**src/rtl/core/whc_pkg.sv**
```systemverilog
// Shared types and constants for the WireGuard header classifier.
`default_nettype none

package whc_pkg;

   // Number of payload length bits that take part in the size checks.
   localparam int LENGTH_WIDTH = 16;

   localparam logic [7:0]  PROTO_UDP       = 8'd17;
   localparam int          SIZE_INIT       = 148;
   localparam int          SIZE_RESPONSE   = 92;
   localparam int          SIZE_COOKIE     = 64;
   localparam int          SIZE_DATA_MIN   = 32;
   localparam logic [31:0] DNS_PATTERN     = 32'h0001_0000;
   localparam logic [6:0]  LEVEL_NONE      = 7'd0;
   localparam logic [6:0]  LEVEL_DNS       = 7'd1;
   localparam logic [6:0]  LEVEL_WG        = 7'd100;

   // Message type codes as they appear in the first payload byte.
   localparam logic [7:0]  TYPE_INIT       = 8'd1;
   localparam logic [7:0]  TYPE_RESPONSE   = 8'd2;
   localparam logic [7:0]  TYPE_COOKIE     = 8'd3;
   localparam logic [7:0]  TYPE_DATA       = 8'd4;

   typedef enum logic [1:0] {
      ACT_NONE  = 2'd0,
      ACT_FLUSH = 2'd1,
      ACT_TRIM  = 2'd2
   } action_type;

   typedef enum logic [1:0] {
      MSG_INIT,
      MSG_RESPONSE,
      MSG_COOKIE,
      MSG_DATA
   } msg_type;

   // Stateless verdict of the front part for one item.
   typedef struct packed {
      logic        first_packet;
      logic        udp_ok;
      logic        direction;
      logic        wg_ok;
      msg_type     msg;
      logic        dns_like;
      logic [31:0] sender;
      logic [31:0] receiver;
   } cls_type;

   // One result item.
   typedef struct packed {
      logic [1:0]  action;
      logic [6:0]  confidence;
      logic [31:0] forward_peer;
      logic        forward_valid;
      logic [31:0] reverse_peer;
      logic        reverse_valid;
   } rsp_type;

endpackage

`default_nettype wire

```
**src/rtl/core/whc_front.sv**
```systemverilog
// Front part: classifies each header and queues the verdict for the back part.
`default_nettype none

module whc_front (
   input  wire                  clock,
   input  wire                  reset,
   input  wire                  req_push,
   output logic                 req_full,
   input  wire                  req_first_packet,
   input  wire  [7:0]           req_l4_protocol,
   input  wire                  req_direction,
   input  wire  [15:0]          req_payload_length,
   input  wire  [31:0]          req_header_word0,
   input  wire  [31:0]          req_header_word1,
   input  wire  [31:0]          req_header_word2,
   output logic                 cls_valid,
   input  wire                  cls_take,
   output whc_pkg::cls_type     cls_item
);
   import whc_pkg::*;

   logic [LENGTH_WIDTH-1:0] len;
   logic [7:0]              type_byte;
   logic                    size_ok;
   msg_type                 msg;
   cls_type                 cls_new;
   logic                    push_ok;

   cls_type                 queue_ff [2];
   logic                    wr_ptr_ff, wr_ptr_in;
   logic                    rd_ptr_ff, rd_ptr_in;
   logic [1:0]              count_ff, count_in;

   assign len       = LENGTH_WIDTH'(req_payload_length);
   assign type_byte = req_header_word0[31:24];

   // Decode the message type and its size rule.
   always_comb begin
      msg     = MSG_DATA;
      size_ok = 1'b0;
      case (type_byte)
         TYPE_INIT: begin
            msg     = MSG_INIT;
            size_ok = (len == LENGTH_WIDTH'(SIZE_INIT));
         end
         TYPE_RESPONSE: begin
            msg     = MSG_RESPONSE;
            size_ok = (len == LENGTH_WIDTH'(SIZE_RESPONSE));
         end
         TYPE_COOKIE: begin
            msg     = MSG_COOKIE;
            size_ok = (len == LENGTH_WIDTH'(SIZE_COOKIE));
         end
         TYPE_DATA: begin
            msg     = MSG_DATA;
            size_ok = (len >= LENGTH_WIDTH'(SIZE_DATA_MIN));
         end
         default: begin
            msg     = MSG_DATA;
            size_ok = 1'b0;
         end
      endcase
   end

   // Assemble the verdict for this item.
   always_comb begin
      cls_new.first_packet = req_first_packet;
      cls_new.udp_ok       = (req_l4_protocol == PROTO_UDP);
      cls_new.direction    = req_direction;
      cls_new.wg_ok        = size_ok && (req_header_word0[23:0] == 24'd0);
      cls_new.msg          = msg;
      cls_new.dns_like     = (req_header_word1 == DNS_PATTERN);
      cls_new.sender       = req_header_word1;
      cls_new.receiver     = req_header_word2;
   end

   // Two-entry queue toward the back part.
   assign req_full  = (count_ff == 2'd2);
   assign push_ok   = req_push && !req_full;
   assign cls_valid = (count_ff != 2'd0);
   assign cls_item  = queue_ff[rd_ptr_ff];

   always_comb begin
      wr_ptr_in = wr_ptr_ff ^ push_ok;
      rd_ptr_in = rd_ptr_ff ^ cls_take;
      count_in  = count_ff + {1'b0, push_ok} - {1'b0, cls_take};
   end

   always_ff @(posedge clock) begin
      if (reset) begin
         wr_ptr_ff <= 1'b0;
         rd_ptr_ff <= 1'b0;
         count_ff  <= 2'd0;
      end else begin
         wr_ptr_ff <= wr_ptr_in;
         rd_ptr_ff <= rd_ptr_in;
         count_ff  <= count_in;
      end
   end

   always_ff @(posedge clock) begin
      if (push_ok) begin
         queue_ff[wr_ptr_ff] <= cls_new;
      end
   end

endmodule

`default_nettype wire

```
**src/rtl/core/whc_back.sv**
```systemverilog
// Back part: applies verdicts to the peer state and queues the result items.
`default_nettype none

module whc_back (
   input  wire                  clock,
   input  wire                  reset,
   input  wire                  cls_valid,
   output logic                 cls_take,
   input  whc_pkg::cls_type     cls_item,
   output logic                 rsp_empty,
   input  wire                  rsp_pop,
   output whc_pkg::rsp_type     rsp_item
);
   import whc_pkg::*;

   logic [31:0] peer_ff [2];
   logic [31:0] peer_in [2];
   logic [1:0]  known_ff, known_in;
   logic [6:0]  level_ff, level_in;

   logic [31:0] peer_base [2];
   logic [1:0]  known_base;
   logic [6:0]  level_base;
   logic        dir;
   action_type  act;
   rsp_type     rsp_new;
   logic        pop_ok;

   rsp_type     queue_ff [2];
   logic        wr_ptr_ff, wr_ptr_in;
   logic        rd_ptr_ff, rd_ptr_in;
   logic [1:0]  count_ff, count_in;

   assign dir      = cls_item.direction;
   assign cls_take = cls_valid && (count_ff != 2'd2);

   // A flow's first packet starts from cleared state.
   always_comb begin
      if (cls_item.first_packet) begin
         peer_base[0] = 32'd0;
         peer_base[1] = 32'd0;
         known_base   = 2'b00;
         level_base   = LEVEL_NONE;
      end else begin
         peer_base[0] = peer_ff[0];
         peer_base[1] = peer_ff[1];
         known_base   = known_ff;
         level_base   = level_ff;
      end
   end

   // Next peer state, confidence and action for the item at the queue head.
   always_comb begin
      peer_in[0] = peer_base[0];
      peer_in[1] = peer_base[1];
      known_in   = known_base;
      level_in   = level_base;
      act        = ACT_NONE;
      if (cls_item.first_packet && !cls_item.udp_ok) begin
         act = ACT_NONE;
      end else if (!cls_item.wg_ok) begin
         level_in = LEVEL_NONE;
      end else if (cls_item.msg == MSG_INIT && known_base[dir] &&
                   peer_base[dir] != cls_item.sender) begin
         act = ACT_FLUSH;
      end else begin
         peer_in[dir]  = cls_item.sender;
         known_in[dir] = 1'b1;
         if (cls_item.msg == MSG_RESPONSE) begin
            peer_in[!dir]  = cls_item.receiver;
            known_in[!dir] = 1'b1;
         end
         if (cls_item.dns_like) begin
            level_in = LEVEL_DNS;
            act      = ACT_NONE;
         end else begin
            level_in = LEVEL_WG;
            act      = ACT_TRIM;
         end
      end
   end

   // Result item reports the state after this item.
   always_comb begin
      rsp_new.action        = act;
      rsp_new.confidence    = level_in;
      rsp_new.forward_peer  = peer_in[0];
      rsp_new.forward_valid = known_in[0];
      rsp_new.reverse_peer  = peer_in[1];
      rsp_new.reverse_valid = known_in[1];
   end

   always_ff @(posedge clock) begin
      if (reset) begin
         peer_ff[0] <= 32'd0;
         peer_ff[1] <= 32'd0;
         known_ff   <= 2'b00;
         level_ff   <= LEVEL_NONE;
      end else if (cls_take) begin
         peer_ff[0] <= peer_in[0];
         peer_ff[1] <= peer_in[1];
         known_ff   <= known_in;
         level_ff   <= level_in;
      end
   end

   // Two-entry result queue; the head drives the result ports.
   assign rsp_empty = (count_ff == 2'd0);
   assign pop_ok    = rsp_pop && !rsp_empty;
   assign rsp_item  = queue_ff[rd_ptr_ff];

   always_comb begin
      wr_ptr_in = wr_ptr_ff ^ cls_take;
      rd_ptr_in = rd_ptr_ff ^ pop_ok;
      count_in  = count_ff + {1'b0, cls_take} - {1'b0, pop_ok};
   end

   always_ff @(posedge clock) begin
      if (reset) begin
         wr_ptr_ff <= 1'b0;
         rd_ptr_ff <= 1'b0;
         count_ff  <= 2'd0;
      end else begin
         wr_ptr_ff <= wr_ptr_in;
         rd_ptr_ff <= rd_ptr_in;
         count_ff  <= count_in;
      end
   end

   always_ff @(posedge clock) begin
      if (cls_take) begin
         queue_ff[wr_ptr_ff] <= rsp_new;
      end
   end

endmodule

`default_nettype wire

```
**src/rtl/core/wireguard_header_classifier.sv**
```systemverilog
// Top level of the WireGuard header classifier.
//
// Both channels behave like queues. An input item (one UDP header) is taken
// at a clock edge where req_push is high and req_full is low. A result item
// sits on the rsp_ ports while rsp_empty is low and leaves at an edge where
// rsp_pop is high. Every input item gives exactly one result item, in order.
//
// An item taken at the input is classified and stored in a two-entry queue;
// the back part then applies it to the peer state and stores its result in
// the result queue, whose head drives the rsp_ ports. Throughput is one item
// per cycle while the receiver keeps popping, limited by the single peer-state
// update per cycle.
// When the receiver stalls, the result queue (two entries) fills, the back
// part stops draining, and req_full rises once the front queue (two entries)
// is full too. Up to four items can be held inside.
//
// Synchronous reset empties both queues and clears both peer indexes, their
// valid bits and the confidence value.
`default_nettype none

module wireguard_header_classifier (
   input  wire         clock,
   input  wire         reset,
   input  wire         req_push,
   output logic        req_full,
   input  wire         req_first_packet,
   input  wire  [7:0]  req_l4_protocol,
   input  wire         req_direction,
   input  wire  [15:0] req_payload_length,
   input  wire  [31:0] req_header_word0,
   input  wire  [31:0] req_header_word1,
   input  wire  [31:0] req_header_word2,
   output logic        rsp_empty,
   input  wire         rsp_pop,
   output logic [1:0]  rsp_action,
   output logic [6:0]  rsp_confidence,
   output logic [31:0] rsp_forward_peer,
   output logic        rsp_forward_valid,
   output logic [31:0] rsp_reverse_peer,
   output logic        rsp_reverse_valid
);
   import whc_pkg::*;

   logic    cls_valid;
   logic    cls_take;
   cls_type cls_item;
   rsp_type rsp_item;

   whc_front u_front (
      .clock              (clock),
      .reset              (reset),
      .req_push           (req_push),
      .req_full           (req_full),
      .req_first_packet   (req_first_packet),
      .req_l4_protocol    (req_l4_protocol),
      .req_direction      (req_direction),
      .req_payload_length (req_payload_length),
      .req_header_word0   (req_header_word0),
      .req_header_word1   (req_header_word1),
      .req_header_word2   (req_header_word2),
      .cls_valid          (cls_valid),
      .cls_take           (cls_take),
      .cls_item           (cls_item)
   );

   whc_back u_back (
      .clock     (clock),
      .reset     (reset),
      .cls_valid (cls_valid),
      .cls_take  (cls_take),
      .cls_item  (cls_item),
      .rsp_empty (rsp_empty),
      .rsp_pop   (rsp_pop),
      .rsp_item  (rsp_item)
   );

   // Unpack the head result item onto its ports.
   assign rsp_action        = rsp_item.action;
   assign rsp_confidence    = rsp_item.confidence;
   assign rsp_forward_peer  = rsp_item.forward_peer;
   assign rsp_forward_valid = rsp_item.forward_valid;
   assign rsp_reverse_peer  = rsp_item.reverse_peer;
   assign rsp_reverse_valid = rsp_item.reverse_valid;

endmodule

`default_nettype wire

```
**config.mk**
```make
export PLATFORM = sky130hd
export DESIGN_NAME = wireguard_header_classifier
export DESIGN_NICKNAME = d
export VERILOG_FILES = /design/src/rtl/core/whc_pkg.sv /design/src/rtl/core/whc_front.sv /design/src/rtl/core/whc_back.sv /design/src/rtl/core/wireguard_header_classifier.sv
export SDC_FILE = /design/constraint.sdc
export NUM_CORES = 1
export LEC_CHECK = 0
export ABC_AREA = 1
export BUFFER_PORTS_ARGS = -buffer_cell sky130_fd_sc_hd__buf_2
export CAP_MARGIN = 20
export CORE_UTILIZATION = 30
export DETAILED_ROUTE_END_ITERATION = 10
export SYNTH_ARGS = -nofsm -noshare
export SYNTH_HDL_FRONTEND = slang
export SYNTH_HIERARCHICAL = 1
export SYNTH_SLANG_ARGS = --single-unit
```
**constraint.sdc**
```tcl
create_clock -name clock -period 3.9 [get_ports clock]
set_clock_uncertainty 0.05 [all_clocks]
set_input_delay 0.585 -clock clock [delete_from_list [all_inputs] [get_ports clock]]
set_output_delay 0.585 -clock clock [all_outputs]
set_load 0.005 [all_outputs]
```
# == Word level (Yosys, flattened, before mapping) ==
# Memory sizes are Yosys's and may differ from the RTL's. A register that Yosys moved wholly into a read port is not among the register bits.
# Cells that the tools add are included.
# word_totals
n_memories,3
ram_bits,356
regBits,17
# memory_table
memory,words,word_bits,read_ports,rd_ports_with_merged_regs,write_ports,line_no,text
u_back.queue_ff,2,75,1,1,1,whc_back.sv:29,rsp_type queue_ff [2];
u_front.queue_ff,2,71,1,1,1,whc_front.sv:29,cls_type queue_ff [2];
u_back.peer_ff,2,32,2,0,2,whc_back.sv:16,logic [31:0] peer_ff [2];
# op_classes
muxes,48
n_bitwise,10
n_lt_le_gt_ge,9
n_addsub,4
reduce_logical,19
eq_ne,13
# ops
cell,n
64-bit two-way mux,5
32-bit two-way mux,7
64-bit bitwise mux,2
32-bit demux with 1-bit select,2
7-bit two-way mux,5
"16-bit by 7-bit == test with 1-bit output, second input constant",2
"32-bit by 17-bit == test with 1-bit output, second input constant",1
32-bit inequality test,1
24-bit zero test,1
2-bit two-way mux,9
"16-bit by 8-bit == test with 1-bit output, second input constant",1
"8-bit by 2-bit == test with 1-bit output, second input constant",2
"16-bit by 6-bit greater-or-equal comparator with 1-bit output, second input constant",1
1-bit two-way mux,14
1-bit logical AND,11
"8-bit by 1-bit == test with 1-bit output, second input constant",1
"8-bit by 3-bit == test with 1-bit output, second input constant",1
"8-bit by 5-bit == test with 1-bit output, second input constant",1
2-bit one-hot mux with 3 select lines,1
2-bit by 1-bit adder with 2-bit output,2
"2-bit greater-or-equal comparator, second input constant",2
1-bit zero test,4
2-bit zero test,2
"1-bit by 2-bit less-than comparator with 1-bit output, second input constant",2
13 further kinds,23

# == Longest topological paths before layout ==
# Gate-level depths: netlist of the first run.
# logic_depth
depth_word,12
depth_mapped,21

# == Cells and area by module ==
# Netlist of the first run, hierarchy kept.
# by_module_without_submodules
mod,area_each_um2,seq_area_each_um2,instances,cells_per_inst
whc_back,12060.3,6686.4,1,1475
whc_front,5771.8,4344.2,1,331

# == Worst setup path before layout of the first run ==
# No wires, ideal clock.
# synth_timing
kind,input to register
startpoint,input port req_push
endpoint,memory u_front/queue_ff[1][0] (netlist name) (enable)
t_arrival_ns,2.524
setup_ns,0.437
stages,3
path_slack_ns,0.888
n_path_buf,0
path_cell_list,inv_1 > nor2_1 > ha_1
# synth_via
elab_chain_cells,3
# synth_rtl
item,line_no,text
from (decl),wireguard_header_classifier.sv:24,"input wire req_push,"
1-bit logical AND,whc_front.sv:79,assign push_ok = req_push && !req_full;
1-bit two-way mux,whc_front.sv:102,if (push_ok) begin
1-bit two-way mux (implied by the code),whc_front.sv:103,queue_ff[wr_ptr_ff] <= cls_new;
to (decl),whc_front.sv:29,
# No other way between the ends.

==> impl_results.md, run 1 <==
* CTS sink count at about 370
* Max Slew Vio Count at 0
* Status: finished clean
* DRT Wirelength at 53.0 mm
* Reg clk slew, reported paths at 0.06 ns
* Largest net degree at the start of global routing at approximately 110
* DRC Markers at 0
* Nets@finish at roughly 2100
* Via count at approximately 14000
* Min-delay worst type: input port to flop
* Hold_sp: req_header_word2[25]
* Seq/Total Area, Yosys at 61.9%
* Vias per cell at 4.89
* Post-route ant nets at 0
* Post-CTS setup buffers at 0
* Detailed-placement wirelength estimate at 36.8 mm
* Worst path arrival time at 3.92 ns
* Clock root buffer: clkbuf_16
* DRT Pass-1 Iters at 5
* Flop-to-flop setup slack at about 0.37 ns
* FFs w/ async S/R, synth at 0%
* Initial antenna violation count at 3
* Placer Congestion at roughly 0.87
* Tcrit/Tclk final at between 90% and 100%
* Top-level I/O count at just over 200
* CP max FO at 26
* Cell Pwr Density at between 700 and 800 mW/mm^2
* Post-synth top area share at around three fifths
* Synth warnings at 6
* Total track usage at roughly 17%
* Dominant synthesized flop cell: edfxtp_1
* Reg2reg end: u_back/peer_ff[0][47]$_SDFFCE_PN0P_
* Critical Path Source Type: flop
* Synth Cell Area at around 0.018 mm^2
* CTS tree: yes
* Slew @ Worst Pin at between 1 and 1.5 ns
* Post-synthesis area per instance at 9.87 um^2
* Initial DRC count at 1123
* Hold-fix buffers, CTS at 0
* Vias in the first global route at about 13000
* Resized cells post-CTS at 0
* Worst r2r src: u_front/rd_ptr_ff$_SDFF_PP0_
* Die X at roughly 250 um
* Core Region at just under 0.06 mm^2
* Clk buf depth at 3
* Worst VDD drop at ~0.37 mV
* RSZ-0062 raised after global routing: no
* Max Cap Viol at 0
* Syn Nets at ~1900
* Critical Path Sink: u_back/peer_ff[0][47]$_SDFFCE_PN0P_
* Die area at between 0.06 and 0.07 mm^2
* Area Growth Syn to Fin at 18.6%
* Port-buffer cells at 202
* Fmax at ~280 MHz
* Initial core utilization at a little under a third
* First-pass GRT wire length at roughly 79 mm
* Share of cells above drive strength 1 at 16.6%
* Top cells by area, synth: edfxtp_1 60%, nand2_1 13%, nand3_1 4.9%, mux2_1 4.4%, nor2_1 3.2%
* Final TNS setup at 0 ns
* Wirelength per Cell at ~19 um
* Fill count at 5859
* Mapped Cells at roughly 1800
* Final setup fails at 0
* Crit path kind: flop to flop
* Period minus WS final at 3.53 ns
* Synth Register Bits at ~370
* Number of synthesized flops with an enable pin at 356
* Register-to-Register Path Depth at 20
* Row cnt at 89
* Req. time, crit path at roughly 4.3 ns
* Leak pwr at roughly 9.0 nW
* Number of hold violations in the final report at 0
* Yosys cell types at 35
* Hold slack at 0.136 ns
* Depth of the CTS H-tree at 2
* Crit. End Element: flop
* Crit path from: u_front/rd_ptr_ff$_SDFF_PP0_
* Worst-Skew Late Latency at between 0.5 and 0.6 ns
* Slew headroom at approximately 28%
* Gr ovfl total at 0
* Die Y at roughly 250 um
* Clock buffer count from CTS at 40
* Ant. Diodes at 0
* Yosys top cell by area: edfxtp_1
==> registers in the layout (all words and copies together), names as in the netlist <==
name / flops
u_back/level_ff: 7
u_back/count_ff: 2
u_back/known_ff: 2
u_back/rd_ptr_ff: 1
u_front/wr_ptr_ff: 1
u_back/queue_ff: 150
u_back/peer_ff: 64
u_back/wr_ptr_ff: 1
u_front/rd_ptr_ff: 1
u_front/queue_ff: 142
u_front/count_ff: 2
==> power by group <==
| group | switching, mW | total [mW] | leakage [nW] | internal (mW) |
|---|---|---|---|---|
| Sequential | 0.306 | 6.36 | 3.57 | 6.05 |
| Combinational | 4.47 | 6.42 | 4.77 | 1.95 |
| Clock | 1.65 | 4.02 | 0.678 | 2.37 |
| Total | 6.42 | 16.8 | 9.02 | 10.4 |
==> cells by family after synthesis <==
group	after synthesis	synth area share (%)
multiplexers	79	4.93
AND/OR/NAND/NOR	960	22.1
AO/OA/AOI/OAI	139	4.34
buffers and inverters	244	6.04
XOR/XNOR	3	0.147
adder cells (fa/ha/maj)	8	0.561
flip-flops	373	61.9
==> layout by cell type (no fill, tap or decap), drive strengths merged, types with 2 or more instances in the layout <==
cell	instances
mux2i	8
nand4	7
o22ai	24
a21oi	35
o21ai	53
clkinv	13
o31ai	2
dfxtp	17
nand2	606
clkbuf	49
nor4	12
xnor2	2
mux2	71
clkinvlp	3
and2	2
edfxtp	356
bufinv	5
a31oi	24
nor2	157
ha	8
nand3	174
buf	235
inv	151
==> through the flow <==
step	std cells	power, mW	worst slack [ns]	cell area, um^2	util [%]
floorplan	1806	10.3	0.888	17800	-
global placement	2717	12.8	0.438	19800	33.5
detailed placement	2717	12.9	0.436	19800	33.5
CTS	2791	17.0	0.419	21100	35.9
global route	2791	17.8	0.170	21100	35.9
finish	2791	16.8	0.370	21100	35.9
==> synthesized netlist by cell type (3+ instances only) <==
cell type / count
a21oi_1: 34
a31oi_1: 24
buf_1: 14
buf_2: 12
buf_4: 3
buf_6: 18
clkbuf_1: 50
dfxtp_1: 17
edfxtp_1: 356
ha_1: 8
inv_1: 141
inv_2: 6
mux2_1: 69
mux2i_1: 8
nand2_1: 599
nand2_2: 4
nand2_4: 3
nand3_1: 173
nand4_1: 7
nor2_1: 151
nor2_2: 4
nor4_1: 12
o21ai_0: 53
o22ai_1: 24
==> worst max-delay path: stages, from the launching register on <==
cell,delay [ns]
dfxtp_4,0.40
mux2_2,0.41
inv_2,0.26
buf_4,0.30
nand2_1,0.15
nand2_1,0.10
nand2_1,0.07
nand2_1,0.05
nand2_1,0.05
inv_1,0.05
nand2_1,0.04
nor2_1,0.09
nand2_1,0.07
nor2_1,0.11
nand2_2,0.13
nand2_4,0.12
nand2_4,0.23
buf_12,0.29
nand2_1,0.07
nand3_1,0.18
nor2_1,0.14
==> area by class of cell <==
class / count / area [um^2] / share of cell area (%)
sequential: 373 / 11000 / 52.2
clock buffer: 49 / 1100 / 5.19
clock inverter: 25 / 302 / 1.43
tap: 773 / 967 / 4.57
inverter: 147 / 553 / 2.61
timing repair buffer: 235 / 1410 / 6.66
multi-input combinational: 1189 / 5790 / 27.4
==> routing by layer <==
metal  up-vias  track usage (%)  wire length, um
met3        92             2.54             3540
li1       6463                -                -
met2       548             28.5            24900
met4         4             5.88             1460
met5         -                0               29
met1      6530             23.3            23000
==> worst min path at each step <==
stage / slack, ns / cells past startpoint / to
final: 0.14 / 1 / u_front/queue_ff[1][25]$_DFFE_PP_
after global routing: 0.13 / 1 / u_front/queue_ff[0][18]$_DFFE_PP_
after CTS: 0.11 / 1 / u_front/queue_ff[0][18]$_DFFE_PP_
after detailed placement: 0.40 / 2 / u_back/level_ff[2]$_SDFFE_PP0P_
after global placement: 0.40 / 2 / u_back/level_ff[5]$_SDFFE_PP0P_
after floorplan: 0.38 / 2 / u_back/level_ff[2]$_SDFFE_PP0P_
Power figures use the tool's default switching activity.
==> run 2: changes to the inputs <==
- MAX_ROUTING_LAYER: not set -> met4
- SLEW_MARGIN: not set -> 20
==> run 2 against run 1 <==
Compared with the run above: largest power group unchanged; sequential cell count stayed put; core utilization fell by 0.16 points; die area unchanged; combinational power fell by 0.9%; clock-buffer cell count down 4; via count shrank 0.87%; largest cell class unchanged; sequential power hardly changed; global-route usage is 0.47 points higher.
==> impl_results.md, run 2 (synthesis results as in run 1) <==
* Max Slew Vio Count at 0
* CTS sink count at between 300 and 400
* Initial DRC count at roughly 1100
* Tcrit/Tclk final at 90.2%
* Slew @ Worst Pin at 0.868 ns
* Multi-input gate area at approximately 0.0058 mm^2
* Commonest non-fill, non-tap cell in the layout: nand2_1
* Number of hold violations in the final report at 0
* Wirelength per Cell at 19.1 um
* Crit. End Element: flop
* Total track usage at around 18%
* DRC Markers at 0
* Vias in the first global route at around 13000
* Reg clk slew, reported paths at approximately 0.06 ns
* Internal power at 10.3 mW
* Period minus WS final at about 3.5 ns
* Hold-fix buffers, CTS at 0
* Worst VDD drop at about 0.30 mV
* Post-route ant nets at 0
* Sequential Area at approximately 0.011 mm^2
* Area Growth Syn to Fin at 18.1%
* Worst path arrival time at approximately 3.9 ns
* Net switching power at between 6 and 7 mW
* Min-delay worst type: input port to flop
* Clock power share at roughly a quarter
* Core Region at 0.0589 mm^2
* Share of cells above drive strength 1 at between 15 and 20%
* Fill count at 5886
* Critical Path Source Type: flop
* Slew headroom at roughly 42%
* Crit path kind: flop to flop
* Total power at 16.6 mW
* Clk buf depth at 3
* Via count at around 14000
* Leak pwr at 8.97 nW
* DRT Wirelength at about 53 mm
* Net Sw Frac at 38.2%
* Die Y at around 250 um
* Resized cells post-CTS at 0
* DRT Pass-1 Iters at 6
* Die X at roughly 250 um
* CTS tree: yes
* Cell Pwr Density at just under 800 mW/mm^2
* Vias per cell at around 4.8
* Die area at between 0.06 and 0.07 mm^2
* Max Cap Viol at 0
* RSZ-0062 raised after global routing: no
* Nets@finish at between 2000 and 2500
* Top-level I/O count at about 200
* Combinational Power Share at between 30% and 40%
* Ant. Diodes at 0
* CP max FO at between 40 and 50
* Post-CTS setup buffers at 0
* Regs by FF count: u_back/queue_ff (150), u_front/queue_ff (142), u_back/peer_ff (64)
* Fmax at ~280 MHz
* Reg with most FFs: u_back/queue_ff
* Most frequent cells in the layout: 599 x nand2_1, 356 x edfxtp_1, 202 x buf_2, 173 x nand3_1, 150 x nor2_1
* Final setup fails at 0
* Final TNS setup at 0 ns
* Detailed-placement wirelength estimate at 36.5 mm
* Req. time, crit path at 4.25 ns
* Initial core utilization at between 30% and 40%
* Initial antenna violation count at 1
* First-pass GRT wire length at just under 80 mm
* Row cnt at 89
* Status: finished clean
* Gr ovfl total at 0
* Max FFs per register at 150
* Port-buffer cells at 202
* Depth of the CTS H-tree at 2
* Placer Congestion at between 0.8 and 0.9
* Largest net degree at the start of global routing at 109
* Finished Cell Area at about 0.021 mm^2
* Clock buffer count from CTS at 40
* Clock root buffer: clkbuf_16
* Flop pwr share at about two fifths
* Hold slack at 0.149 ns
* Cell Area, Placed at roughly 0.020 mm^2
* Worst-Skew Late Latency at approximately 0.58 ns
## run 2: cell types whose count changed in the layout (fill, tap and decap cells not counted), sizes merged
cell	delta
buf	-1
inv	-5
clkinv	+6
clkinvlp	+2
clkbuf	-4
## run 2: stage by stage
| step | setup slack [ns] | std cells | util, % |
|---|---|---|---|
| final | 0.383 | 2789 | 35.7 |
| after global routing | 0.227 | 2789 | 35.7 |
| after CTS | 0.422 | 2789 | 35.7 |
| after detailed placement | 0.464 | 2716 | 33.5 |
| after global placement | 0.546 | 2716 | 33.5 |
| after floorplan | 0.888 | 1806 | - |
## run 2: worst max-delay path, stage by stage (launching register included)
cell and delay (ns):
dfxtp_4 0.40, mux2_4 0.34, inv_2 0.26, buf_12 0.28
nand2_1 0.11, nand2_1 0.07, nand2_1 0.04, nand2_1 0.11
nand3_1 0.14, nor2_1 0.13, nand2_1 0.05, nor2_1 0.18
nand2_2 0.14, nand2_4 0.12, nand2_4 0.15, buf_4 0.34
nand2_1 0.11, nand3_1 0.11, inv_1 0.16
## run 2: layout make-up
type / instances / share of cell area (%)
Inverter: 147 / 2.63
Clock inverter: 28 / 1.38
Timing Repair Buffer: 234 / 6.48
Multi-Input combinational cell: 1189 / 27.5
Tap cell: 773 / 4.59
Clock buffer: 45 / 5.04
Sequential cell: 373 / 52.4
## run 2: per-layer routing
metal | vias to the layer above | global-route usage [%] | share of wire (%)
li1 | 6455 | - | -
met1 | 6522 | 23.3 | 44
met2 | 468 | 27.9 | 47
met3 | 74 | 2.76 | 6.6
met4 | 0 | 6.36 | 3.1
met5 | - | - | 0
## run 2: path summary, 6_finish.rpt
check | from | to | slack [ns] | cells past startpoint
min reg2reg | u_back/level_ff[2]$_SDFFE_PP0P_ | u_back/level_ff[2]$_SDFFE_PP0P_ | 0.41 | 2
max | u_front/rd_ptr_ff$_SDFF_PP0_ | u_back/queue_ff[1][49]$_DFFE_PP_ | 0.38 | 18
min | req_header_word2[1] | u_front/queue_ff[1][1]$_DFFE_PP_ | 0.15 | 1
max reg2reg | u_front/rd_ptr_ff$_SDFF_PP0_ | u_back/queue_ff[1][49]$_DFFE_PP_ | 0.38 | 18
## run 2: power by group through the flow
stage | Combinational, mW | Sequential, mW | Clock (mW)
6_report | 6.36 | 6.34 | 3.91
2_1_floorplan | 3.89 | 6.38 | 0
4_1_cts | 6.46 | 6.34 | 4.02
5_1_grt | 7.07 | 6.44 | 4.13
3_5_place_dp | 6.43 | 6.42 | 0
3_3_place_gp | 6.35 | 6.40 | 0
==> run 3: changes to the inputs <==
- CAP_MARGIN: 20 -> not set
- CORE_UTILIZATION: 30 -> 45
- CTS_BUF_LIST: not set -> sky130_fd_sc_hd__clkbuf_16
==> run 3 against run 2 <==
Compared with the run above: power shrank 2.6%; first-iteration DRC count grew 22%; non-clock buffer count shrank 3; via count shrank 1.2%; sequential cell count is the same; largest power group is now registers; maximum frequency grew 3.2%; core utilization grew 18 points.
==> impl_results.md, run 3 (synthesis results as in run 1) <==
* Slew headroom at approximately 36%
* Clk buf depth at 3
* DRT Wirelength at about 45 mm
* Post-CTS setup buffers at 0
* Placer Congestion at approximately 0.89
* Hold-fix buffers, CTS at 0
* Req. time, crit path at just over 4 ns
* Via count at about 13000
* CTS sink count at between 300 and 400
* Cell mode on critical path: nand2_1
* Detailed-placement wirelength estimate at roughly 30 mm
* Initial core utilization at roughly 46%
* Status: finished clean
* Die Y at between 200 and 250 um
* Die X at approximately 200 um
* Post-route ant nets at 0
* Top-level I/O count at a little over 200
* Core Region at 0.0388 mm^2
* Worst-Skew Late Latency at about 0.56 ns
* Inst Count DP at around 2500
* Total track usage at a little under a quarter
* Final setup fails at 0
* Reg2reg end: u_back/queue_ff[0][7]$_DFFE_PP_
* Number of hold violations in the final report at 0
* Crit path kind: flop to flop
* Hold_sp: req_header_word2[18]
* Min-delay worst type: input port to flop
* Regs by FF count: u_back/queue_ff (150), u_front/queue_ff (142), u_back/peer_ff (64)
* Register-to-Register Path Depth at 19
* Cell Area, Placed at 0.0194 mm^2
* Worst r2r src: u_front/rd_ptr_ff$_SDFF_PP0_
* Gr ovfl total at 0
* Clock buffer count from CTS at 40
* Fmax at slightly below 300 MHz
* Max Slew Vio Count at 0
* Die area at between 0.04 and 0.05 mm^2
* CTS tree: yes
* Crit-path slowest cell: mux2_2
* Max incr delay on CP at around 0.4 ns
* Worst hold path stage count at 1
* Largest net degree at the start of global routing at approximately 110
* GR Util met2 at a little under a third
* Worst path arrival time at roughly 3.7 ns
* Max FFs per register at 150
* Max Cap Viol at 0
* Cell Pwr Density at approximately 780 mW/mm^2
* Period minus WS final at 3.41 ns
* Depth of the CTS H-tree at 2
* Finished Cell Area at 0.0207 mm^2
* Worst VDD drop at 0.384 mV
* Reg clk slew, reported paths at around 0.060 ns
* Grt met3 use at under 10%
* Clock root buffer: clkbuf_16
* Crit. End Element: flop
* First-pass GRT wire length at a little over 70 mm
* Met1 usage at a little over a third
* Most frequent cells in the layout: 599 x nand2_1, 356 x edfxtp_1, 202 x buf_2, 173 x nand3_1, 150 x nor2_1
* Tcrit/Tclk final at between 80 and 90%
* Commonest non-fill, non-tap cell in the layout: nand2_1
* CP Cell Sequence: mux2_2 > inv_2 > buf_12 > nand2_1 > nand2_1 > nand2_1 > nand2_1 > nand2_1 > inv_1 > nand2_1 > nor2_1 > nand2_1 > nor2_1 > nand2_2 > nand2_4 > buf_12 > nand3_1 > nand3_1 > inv_1
* RSZ-0062 raised after global routing: no
* Leak pwr at about 9 nW
* Worst hold path endpoint: u_front/queue_ff[1][18]$_DFFE_PP_
* Nets@finish at 2116
* Slew @ Worst Pin at around 0.96 ns
* Initial antenna violation count at 0
* Wirelength per Cell at approximately 18 um
* Share of cells above drive strength 1 at around 16%
* Gr busiest metal: met1
* DRT Pass-1 Iters at 6
* CP max FO at between 50 and 60
* Port-buffer cells at about 200
* Area Growth Syn to Fin at 16.1%
* Flop-to-flop setup slack at 0.49 ns
* Resized cells post-CTS at 0
* Final TNS setup at 0 ns
* Row cnt at just over 70
* Initial DRC count at roughly 1400
* Fin cells at approximately 2500
* Vias in the first global route at ~12000
* DRC Markers at 0
* Ant. Diodes at 0
* Vias per cell at between 5 and 6
* Reg with most FFs: u_back/queue_ff
* Critical Path Source Type: flop
==> run 3: cell types whose count changed in the layout (fill, tap and decap cells not counted), moves of 2 or more <==
cell,delta
clkbuf_1,-3
clkinv_2,-2
ha_2,+2
clkinv_4,+2
inv_1,+7
buf_4,-7
ha_4,-2
buf_12,+4
clkinv_1,-2
==> run 3: final cells by class <==
type | instances | area [um^2]
multi-input cells | 1189 | 5770
well taps | 518 | 648
inverters | 147 | 553
fillers | 3430 | 18100
repair buffers | 231 | 1390
clock inverters | 31 | 289
flip-flops and latches | 373 | 11000
clock buffers | 41 | 1030
==> run 3: worst max path at each step <==
stage | start | end | slack (ns) | depth (start not counted)
3_5_place_dp | u_front/rd_ptr_ff$_SDFF_PP0_ | u_back/queue_ff[0][5]$_DFFE_PP_ | 0.56 | 19
3_3_place_gp | u_front/rd_ptr_ff$_SDFF_PP0_ | u_back/queue_ff[0][5]$_DFFE_PP_ | 0.59 | 19
4_1_cts | u_front/rd_ptr_ff$_SDFF_PP0_ | u_back/queue_ff[1][5]$_DFFE_PP_ | 0.55 | 19
2_1_floorplan | req_push | u_front/queue_ff[1][0]$_DFFE_PP_ | 0.89 | 3
6_report | u_front/rd_ptr_ff$_SDFF_PP0_ | u_back/queue_ff[0][7]$_DFFE_PP_ | 0.49 | 19
5_1_grt | u_front/rd_ptr_ff$_SDFF_PP0_ | u_back/queue_ff[1][45]$_DFFE_PP_ | 0.25 | 19
==> run 3: power by group <==
part	internal, mW	switching (mW)	total (mW)
Combinational	1.92	4.11	6.02
Clock	2.25	1.56	3.80
Sequential	6.05	0.304	6.36
==> run 3: metal layers <==
| metal | vias up | part of all wire (%) |
|---|---|---|
| met3 | 56 | 8.4 |
| met2 | 592 | 42 |
| met1 | 6270 | 48 |
| met5 | - | 0 |
| met4 | 0 | 1.5 |
| li1 | 6436 | - |
==> run 3: critical path: cells and delay by family (launching register included) <==
kind / cells / cell delay (ns)
and+or+nand+nor: 13 / 1.38
DFF: 1 / 0.38
buffers and inverters: 5 / 0.87
muxes: 1 / 0.41
==> run 3: metrics by stage <==
stage	util, %	setup WS, ns	total power, mW	hold slack [ns]
after floorplan	-	0.888	10.3	0.376
after global placement	49.9	0.588	12.3	0.393
after detailed placement	49.9	0.556	12.4	0.397
after CTS	53.3	0.555	16.3	0.153
after global routing	53.3	0.253	17.2	0.154
final	53.3	0.491	16.2	0.180
